### src/rtl/core/bse_pkg.sv
// shared types and constants for the bubble sort engine
`default_nettype none

package bse_pkg;

  localparam int unsigned VALUE_W = 32;
  localparam int unsigned CFG_DW  = 32;
  localparam int unsigned CFG_AW  = 2;

  typedef logic signed [VALUE_W-1:0] value_t;

  localparam logic [CFG_AW-1:0] ADDR_DESCENDING = CFG_AW'(0);

  typedef struct packed {
    logic shift;
    logic sort;
    logic desc;
  } cell_ctrl_t;

endpackage

`default_nettype wire

### src/rtl/core/bse_if.sv
// valid/ready stream interfaces for the input and result channels
`default_nettype none

interface bse_in_if;
  logic             valid;
  logic             ready;
  bse_pkg::value_t  value;
  logic             last_in;

  modport source (output valid, output value, output last_in, input ready);
  modport sink   (input valid, input value, input last_in, output ready);
endinterface

interface bse_out_if;
  logic             valid;
  logic             ready;
  bse_pkg::value_t  sorted_value;
  logic             last_out;

  modport source (output valid, output sorted_value, output last_out, input ready);
  modport sink   (input valid, input sorted_value, input last_out, output ready);
endinterface

`default_nettype wire

### src/rtl/core/bse_cell.sv
// one sorter cell: holds a value, shifts down the chain or compare-swaps with a neighbour
`default_nettype none

module bse_cell (
  input  wire                       clk,
  input  wire bse_pkg::cell_ctrl_t  ctrl,
  input  wire                       pair_act,
  input  wire bse_pkg::value_t      upper_val,
  input  wire bse_pkg::value_t      lower_val,
  input  wire                       swap_lo,
  output bse_pkg::value_t           val,
  output logic                      swap_up
);
  import bse_pkg::*;

  value_t val_r;
  value_t val_nxt;
  logic   gt_up;
  logic   lt_up;

  assign lt_up = val_r < upper_val;
  assign gt_up = upper_val < val_r;

  assign swap_up = ctrl.sort && pair_act && (ctrl.desc ? lt_up : gt_up);

  always_comb begin
    val_nxt = val_r;
    if (ctrl.shift) begin
      val_nxt = upper_val;
    end else if (swap_up) begin
      val_nxt = upper_val;
    end else if (ctrl.sort && swap_lo) begin
      val_nxt = lower_val;
    end
  end

  always_ff @(posedge clk) begin
    val_r <= val_nxt;
  end

  assign val = val_r;

endmodule

`default_nettype wire

### src/rtl/core/bubble_sort_engine_core.sv
// bubble sort engine top level: load chain, odd-even transposition sort, ordered emit
//
//  channel  | direction | handshake       | payload
//  ---------+-----------+-----------------+-----------------------------------
//  in_ch    | in        | valid / ready   | value (s32), last_in
//  out_ch   | out       | valid / ready   | sorted_value (s32), last_out
//  cfg_*    | in        | apb, pready = 1 | descending at 0x0, bit 0
//
//  a set of n items loads at one item per cycle, then runs n compare-swap phases
//  across the cell chain, then emits its n results in order through the output register;
//  intake stays closed while the set sorts and emits
//  no item is accepted from set close until the final result enters the output register
//  rst_n is synchronous; the cell chain holds no reset, only control state clears
//  a stalled sink holds the emit shift for as long as the output register is full
`default_nettype none

module bubble_sort_engine_core #(
  parameter int unsigned MAX_ITEMS = 16
) (
  input  wire                          clk,
  input  wire                          rst_n,
  bse_in_if.sink                       in_ch,
  bse_out_if.source                    out_ch,
  input  wire                          cfg_psel,
  input  wire                          cfg_penable,
  input  wire                          cfg_pwrite,
  input  wire [bse_pkg::CFG_AW-1:0]    cfg_paddr,
  input  wire [bse_pkg::CFG_DW-1:0]    cfg_pwdata,
  output logic [bse_pkg::CFG_DW-1:0]   cfg_prdata,
  output logic                         cfg_pready
);
  import bse_pkg::*;

  localparam int unsigned CNT_W = $clog2(MAX_ITEMS + 1);
  localparam int unsigned IDX_W = $clog2(MAX_ITEMS);
  localparam logic [CNT_W-1:0] CNT_MAX  = CNT_W'(MAX_ITEMS);
  localparam logic [CNT_W-1:0] CNT_LAST = CNT_W'(MAX_ITEMS - 1);
  localparam logic [CNT_W-1:0] CNT_ONE  = CNT_W'(1);

  localparam logic [1:0] ST_LOAD = 2'd0;
  localparam logic [1:0] ST_SORT = 2'd1;
  localparam logic [1:0] ST_EMIT = 2'd2;

  logic [1:0]       state_r, state_nxt;
  logic [CNT_W-1:0] cnt_r, cnt_nxt;
  logic [CNT_W-1:0] phase_r, phase_nxt;
  logic [CNT_W-1:0] remain_r, remain_nxt;
  logic             par_r, par_nxt;
  logic             desc_r, desc_nxt;
  logic             desc_run_r, desc_run_nxt;
  logic             out_valid_r, out_valid_nxt;
  value_t           out_value_r, out_value_nxt;
  logic             out_last_r, out_last_nxt;

  logic             in_fire;
  logic             emit_fire;
  logic             cfg_wr;
  logic [IDX_W-1:0] base;
  cell_ctrl_t       ctrl;

  value_t           cell_val [MAX_ITEMS];
  logic             cell_swap [MAX_ITEMS];

  assign in_ch.ready = (state_r == ST_LOAD);
  assign in_fire     = in_ch.valid && in_ch.ready;
  assign emit_fire   = (state_r == ST_EMIT) && (!out_valid_r || out_ch.ready);
  assign base        = IDX_W'(CNT_MAX - cnt_r);

  assign ctrl.shift = in_fire || emit_fire;
  assign ctrl.sort  = (state_r == ST_SORT);
  assign ctrl.desc  = desc_run_r;

  // cell chain, cell MAX_ITEMS-1 takes new items, head of the set sits at base
  for (genvar k = 0; k < MAX_ITEMS; k++) begin : g_cell
    logic   pair_act;
    value_t upper_val;
    value_t lower_val;
    logic   swap_lo;

    if (k == MAX_ITEMS - 1) begin : g_top
      assign pair_act  = 1'b0;
      assign upper_val = in_ch.value;
    end else begin : g_mid
      assign pair_act  = (1'(k) == par_r) && (IDX_W'(k) >= base);
      assign upper_val = cell_val[k+1];
    end

    if (k == 0) begin : g_bot
      assign lower_val = cell_val[0];
      assign swap_lo   = 1'b0;
    end else begin : g_low
      assign lower_val = cell_val[k-1];
      assign swap_lo   = cell_swap[k-1];
    end

    bse_cell u_cell (
      .clk       (clk),
      .ctrl      (ctrl),
      .pair_act  (pair_act),
      .upper_val (upper_val),
      .lower_val (lower_val),
      .swap_lo   (swap_lo),
      .val       (cell_val[k]),
      .swap_up   (cell_swap[k])
    );
  end

  always_comb begin
    state_nxt     = state_r;
    cnt_nxt       = cnt_r;
    phase_nxt     = phase_r;
    remain_nxt    = remain_r;
    par_nxt       = par_r;
    desc_run_nxt  = desc_run_r;
    out_valid_nxt = out_valid_r;
    out_value_nxt = out_value_r;
    out_last_nxt  = out_last_r;

    if (out_valid_r && out_ch.ready) begin
      out_valid_nxt = 1'b0;
    end

    case (state_r)
      ST_LOAD: begin
        if (in_fire) begin
          cnt_nxt = cnt_r + CNT_ONE;
          if (in_ch.last_in || (cnt_r == CNT_LAST)) begin
            state_nxt    = ST_SORT;
            phase_nxt    = '0;
            par_nxt      = 1'b0;
            desc_run_nxt = desc_r;
          end
        end
      end
      ST_SORT: begin
        phase_nxt = phase_r + CNT_ONE;
        par_nxt   = !par_r;
        if (phase_r == cnt_r - CNT_ONE) begin
          state_nxt  = ST_EMIT;
          remain_nxt = cnt_r;
        end
      end
      ST_EMIT: begin
        if (emit_fire) begin
          out_valid_nxt = 1'b1;
          out_value_nxt = cell_val[base];
          out_last_nxt  = (remain_r == CNT_ONE);
          remain_nxt    = remain_r - CNT_ONE;
          if (remain_r == CNT_ONE) begin
            state_nxt = ST_LOAD;
            cnt_nxt   = '0;
          end
        end
      end
      default: begin
        state_nxt = ST_LOAD;
        cnt_nxt   = '0;
      end
    endcase
  end

  // configuration
  assign cfg_wr     = cfg_psel && cfg_penable && cfg_pwrite && cfg_pready;
  assign cfg_pready = 1'b1;
  assign desc_nxt   = (cfg_wr && (cfg_paddr == ADDR_DESCENDING)) ? cfg_pwdata[0] : desc_r;

  always_comb begin
    cfg_prdata = '0;
    if (cfg_paddr == ADDR_DESCENDING) begin
      cfg_prdata[0] = desc_r;
    end
  end

  always_ff @(posedge clk) begin
    if (!rst_n) begin
      state_r     <= ST_LOAD;
      cnt_r       <= '0;
      phase_r     <= '0;
      remain_r    <= '0;
      par_r       <= 1'b0;
      desc_r      <= 1'b0;
      desc_run_r  <= 1'b0;
      out_valid_r <= 1'b0;
    end else begin
      state_r     <= state_nxt;
      cnt_r       <= cnt_nxt;
      phase_r     <= phase_nxt;
      remain_r    <= remain_nxt;
      par_r       <= par_nxt;
      desc_r      <= desc_nxt;
      desc_run_r  <= desc_run_nxt;
      out_valid_r <= out_valid_nxt;
    end
  end

  always_ff @(posedge clk) begin
    out_value_r <= out_value_nxt;
    out_last_r  <= out_last_nxt;
  end

  assign out_ch.valid        = out_valid_r;
  assign out_ch.sorted_value = out_value_r;
  assign out_ch.last_out     = out_last_r;

endmodule

`default_nettype wire

### src/flat_wrapper.sv
// flat-port wrapper written by rule: the top's interface ports become plain ports
module bubble_sort_engine_core_flat import bse_pkg::*;
#(
  parameter int unsigned MAX_ITEMS = 16
)
  (clk, rst_n, cfg_psel, cfg_penable, cfg_pwrite, cfg_paddr, cfg_pwdata, cfg_prdata, cfg_pready, in_ch_valid, in_ch_value, in_ch_last_in, in_ch_ready, out_ch_valid, out_ch_sorted_value, out_ch_last_out, out_ch_ready);
  bse_in_if in_ch_i ();
  bse_out_if out_ch_i ();
  input  wire clk;
  input  wire rst_n;
  input  wire cfg_psel;
  input  wire cfg_penable;
  input  wire cfg_pwrite;
  input  wire [bse_pkg::CFG_AW-1:0] cfg_paddr;
  input  wire [bse_pkg::CFG_DW-1:0] cfg_pwdata;
  output logic [bse_pkg::CFG_DW-1:0] cfg_prdata;
  output logic cfg_pready;
  input wire logic [$bits(in_ch_i.valid)-1:0] in_ch_valid;
  input wire logic [$bits(in_ch_i.value)-1:0] in_ch_value;
  input wire logic [$bits(in_ch_i.last_in)-1:0] in_ch_last_in;
  output wire logic [$bits(in_ch_i.ready)-1:0] in_ch_ready;
  output wire logic [$bits(out_ch_i.valid)-1:0] out_ch_valid;
  output wire logic [$bits(out_ch_i.sorted_value)-1:0] out_ch_sorted_value;
  output wire logic [$bits(out_ch_i.last_out)-1:0] out_ch_last_out;
  input wire logic [$bits(out_ch_i.ready)-1:0] out_ch_ready;
  assign in_ch_i.valid = in_ch_valid;
  assign in_ch_i.value = in_ch_value;
  assign in_ch_i.last_in = in_ch_last_in;
  assign in_ch_ready = in_ch_i.ready;
  assign out_ch_valid = out_ch_i.valid;
  assign out_ch_sorted_value = out_ch_i.sorted_value;
  assign out_ch_last_out = out_ch_i.last_out;
  assign out_ch_i.ready = out_ch_ready;
  bubble_sort_engine_core #(.MAX_ITEMS(MAX_ITEMS)) u_core (.clk(clk), .rst_n(rst_n), .in_ch(in_ch_i), .out_ch(out_ch_i), .cfg_psel(cfg_psel), .cfg_penable(cfg_penable), .cfg_pwrite(cfg_pwrite), .cfg_paddr(cfg_paddr), .cfg_pwdata(cfg_pwdata), .cfg_prdata(cfg_prdata), .cfg_pready(cfg_pready));
endmodule
### config.mk
export PLATFORM = sky130hd
export DESIGN_NAME = bubble_sort_engine_core_flat
export DESIGN_NICKNAME = d
export VERILOG_FILES = /design/src/rtl/core/bse_pkg.sv /design/src/rtl/core/bse_if.sv /design/src/rtl/core/bse_cell.sv /design/src/rtl/core/bubble_sort_engine_core.sv /design/src/flat_wrapper.sv
export SDC_FILE = /design/constraint.sdc
export NUM_CORES = 2
export LEC_CHECK = 0
export ABC_AREA = 1
export BUFFER_PORTS_ARGS = -buffer_cell sky130_fd_sc_hd__buf_2
export CORE_ASPECT_RATIO = 0.75
export CORE_MARGIN = 1.5
export CORE_UTILIZATION = 27
export DETAILED_ROUTE_END_ITERATION = 10
export HOLD_SLACK_MARGIN = 0.1
export PLACE_DENSITY = 0.39
export REMOVE_ABC_BUFFERS = 1
export SYNTH_ARGS = -nofsm -noshare
export SYNTH_HDL_FRONTEND = slang
export SYNTH_SLANG_ARGS = --single-unit
### constraint.sdc
create_clock -name clk -period 6.8 [get_ports clk]
set_clock_uncertainty 0.1 [all_clocks]
set_input_delay 1.7 -clock clk [delete_from_list [all_inputs] [get_ports clk]]
set_output_delay 1.7 -clock clk [all_outputs]
set_load 0.01 [all_outputs]
After elaboration in Yosys (flattened, before gate mapping). Cells that the tools add are included.

Memory bits (read-only): 0. Bits of input ports: 74. Logic and storage cells: 274. Memory bits (writable): 0. Output and inout bits: 68. Latch bits: 0. Memories: 0. Bits in registers: 566.

Shift-type cells: 0. Add/sub/neg operators: 5. Order comparisons: 46. Divide/modulo/power cells: 0. Equal/unequal tests: 10. Mux-type cells: 87. Bitwise gates (word level): 3. Multiply operators: 0. Reductions and logical operators: 97.

Operators with widths (number): 2-to-1 mux 32 bit (48); < comparator 32 bit (30); binary-select mux 32 bit (select 4 bit) (1); logical AND 1 bit (66); nonzero test 3 bit (14); 2-to-1 mux 5 bit (7); greater-or-equal comparator 4 bit, first input constant (7); 2-to-1 mux 1 bit (21); one-hot mux 5 bit (2 select lines) (2); greater-or-equal comparator 3 x 4 -> 1 bit, first input constant (4); one-hot mux 5 bit (3 select lines) (1); adder 5 x 1 -> 5 bit, second input constant (2); 2-to-1 mux 2 bit (5); subtractor 5 x 1 -> 5 bit, second input constant (2); AND reduction 3 bit (3); greater-or-equal comparator 1 x 4 -> 1 bit, first input constant (2); greater-or-equal comparator 2 x 4 -> 1 bit, first input constant (2); nonzero test 2 bit (4); inequality test 2 bit, second input constant (3); one-hot mux 2 bit (3 select lines) (1); equality test 5 x 1 -> 1 bit, second input constant (1); equality test 5 x 4 -> 1 bit, second input constant (1); equality test 5 bit (1); greater-or-equal comparator 5 bit, second input constant (1); 13 further kinds (19).

Logic depth before layout (Yosys ltp).
Word-level depth: 9. Depth in mapped cells: 22. Mapped depth without buffers: 21.

Cells and area by module. Synthesis repeated with hierarchy kept, for this count alone.

Cells, all modules: 6046. Area, all modules: 45936.6 um^2.

Modules (own cells, without submodules): bse_cell (instances 16, sequential area each 960.9 um^2, area an instance 2414.8 um^2, cells an instance 295); bubble_sort_engine_core (instances 1, sequential area each 1411.4 um^2, area an instance 7299.5 um^2, cells an instance 1326).

Worst setup path before layout. Ideal clock, no wire load.

Path kind: input -> register. From: input port out_ch_ready. To: register u_core.g_cell[1].u_cell.val_r[0], enable pin. Setup time: 395 ps. Data arrival time: 4117 ps. Stages: 6. Setup slack: 2188 ps. Cells stage by stage: nor2_1 > nor2_2 > nor2_4 > buf_2 > buf_1 > nand3_1.

Longest elaborated chain between the ends: 4.

RTL lines: from (decl) (line flat_wrapper.sv:25) `input wire logic [$bits(out_ch_i.ready)-1:0] out_ch_ready;`; logical OR 1 bit (line bubble_sort_engine_core.sv:66) `assign emit_fire = (state_r == ST_EMIT) && (!out_valid_r || out_ch.ready);`; logical AND 1 bit (line bubble_sort_engine_core.sv:66); logical OR 1 bit (line bubble_sort_engine_core.sv:69) `assign ctrl.shift = in_fire || emit_fire;`; nonzero test 3 bit (no line); to (signal assigned) (line bse_cell.sv:38) `val_r <= val_nxt;`; to (decl) (line bse_cell.sv:16) `value_t val_r;`.

No other way between the ends. A chain may end at the register's enable or synchronous reset.

Final worst setup path.
From: register u_core.cnt_r[0]. To: register u_core.g_cell[6].u_cell.val_r[27], enable pin.

Longest elaborated chain between the ends: 7. Elaborated cells on any way between the ends: 11.

RTL lines: from (decl) (line bubble_sort_engine_core.sv:45) `logic [CNT_W-1:0] cnt_r, cnt_nxt;`; from (signal assigned) (line bubble_sort_engine_core.sv:186) `cnt_r <= cnt_nxt;`; subtractor 1 x 4 -> 4 bit * (line bubble_sort_engine_core.sv:67) `assign base = IDX_W'(CNT_MAX - cnt_r);`; greater-or-equal comparator 3 x 4 -> 1 bit (line bubble_sort_engine_core.sv:84) `assign pair_act = (1'(k) == par_r) && (IDX_W'(k) >= base);`; logical AND 1 bit (line bubble_sort_engine_core.sv:84); logical AND 1 bit (2 in a row) (line bse_cell.sv:24) `assign swap_up = ctrl.sort && pair_act && (ctrl.desc ? lt_up : gt_up);`; logical AND 1 bit (line bse_cell.sv:32) `end else if (ctrl.sort && swap_lo) begin`; nonzero test 3 bit (no line) *; to (signal assigned) (line bse_cell.sv:38); to (decl) (line bse_cell.sv:16).

Mark *: on every way between the ends. The rest lies on a longest branch, timed or not.

==> impl_metrics.py <==
metrics = {
    "run_status": {
        "status": "complete, no violations",
    },
    "power_and_ir_drop": {
        "p_int_mw": 8.46,
        "p_sw_share_pct": 40.1,
        "pwr-share-comb_pct": 35.2,
        "pwr-share-seq_pct": 39.0,
        "power_frac_clock_pct": 25.8,
        "p_switching_mw": 5.65,
        "power.density_mw_per_mm2": 305,
        "p_leak_nw": 22.0,
        "peakVddDrop_mv": 0.181,
    },
    "clock_tree": {
        "path_clk_slew_ns": 0.06,
        "numCtsBuffers": 70,
        "cts_root_buf": "clkbuf_16",
        "clockBufferDepth": 3,
        "postCtsHoldBufs": 0,
        "clock_latency_ns": 0.67,
        "htree_levels": 3,
        "cts_sinks": 566,
        "cts_tree": "done",
        "post_cts_buffers": 0,
        "cts-resized-gates": 0,
    },
    "critical_path": {
        "crit_top_cell": "buf_4",
        "path_buf_inv": 5,
        "r2r_slack_ns": 1.77,
        "cp-start-kind": "register",
        "critPathArrivalTime_ns": 5.27,
        "r2r_start": "u_core.cnt_r[0]",
        "path_max_fanout": 125,
        "slowest_stage": "buf_4",
        "critPathMaxStageDelay_ns": 0.59,
        "r2r_end": "u_core.g_cell[6].u_cell.val[27]",
        "critical-path-top-delay-family": "simple AND/OR/NAND/NOR gates",
        "path_class": "register to register",
        "timing.reg2reg.worst_path_depth": 13,
        "cp.depth": 13,
        "cp.required_ns": 7.04,
        "worstPathCellList": "inv_8 -> ha_4 -> nor2_1 -> nor2_4 -> nor2_4 -> buf_4 -> buf_4 -> nor2_1 -> nand2_1 -> inv_2 -> nand2_2 -> nand3_1 -> buf_4",
        "end_kind": "register",
    },
    "synth": {
        "synth_enable_flop_cells": 545,
        "yosys.area.top_type": "edfxtp_1",
        "synth_top_cell_area_share_pct": 38.9,
        "yosysSeqAreaShare_pct": 39.9,
        "synth_ff_type": "edfxtp_1",
        "ys_ff_latch": 566,
        "ys_types": 46,
        "syn_avg_cell_area_um2": 7.88,
        "synthCells": 5342,
        "synth_area_mm2": 0.0421,
        "ys_top_cells_by_count": "nand2_1, inv_1, edfxtp_1",
        "yosys-top-cells-area": "edfxtp_1, nand2_1, ha_1",
        "yosysMostFrequentCell": "nand2_1",
        "ys_warn_count": 0,
        "ys_async_sr_fraction_pct": 0,
    },
    "grt": {
        "antenna_found_initial": 1,
        "gr-usage-met1_pct": 28.0,
        "grt_pass1_wl_um": 216000,
        "grt_use_met2_pct": 24.9,
        "grt_pass1_vias": 34359,
        "grt_usage_pct": 17.6,
        "grt_overflow": 0,
        "grt_max_degree": 132,
        "busiest_layer": "met1",
        "grtUsageMet3_pct": 2.14,
    },
    "floorplanning": {
        "pin_count": 142,
        "rows": 125,
        "die-area_mm2": 0.158,
        "die_w_um": 459,
        "die_y_um": 345,
        "initial_core_util_pct": 27.2,
        "core_mm2": 0.155,
    },
    "routing": {
        "drt_iter0_drc": 2748,
        "drc": 0,
        "wl_per_cell_um": 19.1,
        "vias": 35416,
        "viasPerCell": 4.79,
        "wl_um": 141000,
        "firstDrtPassIters": 5,
        "antenna_left": 0,
    },
    "final_layout": {
        "seq_area_mm2": 0.0168,
        "fill_cells": 16880,
        "finalInstanceArea_mm2": 0.0463,
        "nets": 5863,
        "area_delta_synth_final_pct": 9.97,
        "drive_gt1_share_pct": 5.49,
        "post-route-util_pct": 29.9,
        "multi_input_area_mm2": 0.0218,
    },
    "timing": {
        "max_freq_mhz": 199,
        "period_minus_slack_ns": 5.03,
        "maxSlewViolCount": 0,
        "grt_setup_unrepaired": "false",
        "tightest_slew_ns": 1.10,
        "final_hold_viol_count": 0,
        "setup_violations": 0,
        "slew_headroom_pct": 26.8,
        "fin_ws_ns": 1.77,
        "whs_ns": 0.388,
        "post-route-period-util_pct": 74.0,
    },
    "hold_path": {
        "holdPathEnd": "u_core.par_r",
        "min_path_cells": 2,
        "worstHoldStart": "u_core.par_r",
        "hp-class": "register to register",
    },
    "placement": {
        "hpwl_um": 107000,
        "gp_congestion": 0.818,
        "place_worst_setup_slack_ns": 1.92,
        "numPortBuffers": 78,
        "dpl_cell_area_mm2": 0.0442,
    },
    "flow_run": {
        "cap_violations": 0,
    },
}
==> metrics by stage <==
stage,power [mW],std cells,TNS (ns)
2_1_floorplan,8.78,5096,-4888.32
3_5_place_dp,10.5,7261,0
3_3_place_gp,10.5,7261,0
5_1_grt,15.3,7386,0
6_report,14.1,7387,0
4_1_cts,14.3,7385,0
==> cell type report <==
type                    count  area share [%]
flip-flops and latches    566            36.3
inverters                 591            4.81
clock inverters            30           0.367
well taps                2032            5.49
clock buffers              94            4.11
diodes                      2          0.0108
multi-input cells        3939            47.1
repair buffers            133            1.84
==> sequential cells by signal (all words and copies together), names as in the netlist <==
| signal | cells |
|---|---|
| u_core.cnt_r | 5 |
| u_core.desc_r | 1 |
| u_core.desc_run_r | 1 |
| u_core.g_cell.u_cell.val | 512 |
| u_core.out_ch.last_out | 1 |
| u_core.out_ch.sorted_value | 32 |
| u_core.out_ch.valid | 1 |
| u_core.par_r | 1 |
| u_core.phase_r | 5 |
| u_core.remain_r | 5 |
| u_core.state_r | 2 |
==> cells in the final DEF, fill, tap and decap left out, drive strengths merged, types with 4 or more instances in the layout <==
cell type,n
buf,133
xor2,4
o21ai,346
a221oi,63
nor2,167
conb,32
edfxtp,545
a22oi,32
o21a,28
dfxtp,21
clkinv,25
a21oi,358
nand4,42
nor3,15
a31oi,5
clkbuf,94
nand2,1774
inv,595
ha,488
o21bai,8
nor3b,11
a21o,12
nand3,538
==> how the worst max path moves through the flow <==
stage | from | end | slack (ns)
after floorplan | u_core.cnt_r[0] | u_core.g_cell[13].u_cell.val[0] | -7.74
after global placement | u_core.cnt_r[0] | u_core.g_cell[6].u_cell.val[26] | 1.92
after detailed placement | u_core.cnt_r[0] | u_core.g_cell[6].u_cell.val[26] | 1.92
after CTS | u_core.cnt_r[0] | u_core.g_cell[6].u_cell.val[27] | 1.87
after global routing | u_core.cnt_r[0] | u_core.g_cell[6].u_cell.val[24] | 1.62
final | u_core.cnt_r[0] | u_core.g_cell[6].u_cell.val[27] | 1.77
==> routing by layer <==
| layer | vias to the layer above | routed length, µm |
|---|---|---|
| met2 | 593 | 55900 |
| met3 | 128 | 5070 |
| met1 | 16779 | 77200 |
| li1 | 17916 | - |
| met4 | 0 | 2950 |
| met5 | - | 0 |
==> cells by family after synthesis <==
logic type	share of synthesized area, %
AOI/OAI and AO/OA	11.3
xor gates and xnor gates	0.146
DFF	39.9
adders and majority gates	14.5
other	0.0178
buffers and inverters	8.70
and+or+nand+nor	25.5
==> power by group through the flow <==
| stage | clock network [mW] | registers [mW] | logic, mW |
|---|---|---|---|
| floorplan | 0 | 5.29 | 3.49 |
| global route | 3.89 | 5.61 | 5.80 |
| detailed placement | 0 | 5.58 | 4.96 |
| CTS | 3.80 | 5.51 | 4.99 |
| finish | 3.64 | 5.50 | 4.97 |
| global placement | 0 | 5.60 | 4.87 |
==> worst min-delay path, cell delays in order (launching register included) <==
cell,delay [ns]
dfxtp_1,0.32
nand2_1,0.07
a21oi_1,0.05
No activity file was read; power rests on OpenSTA's default activity.
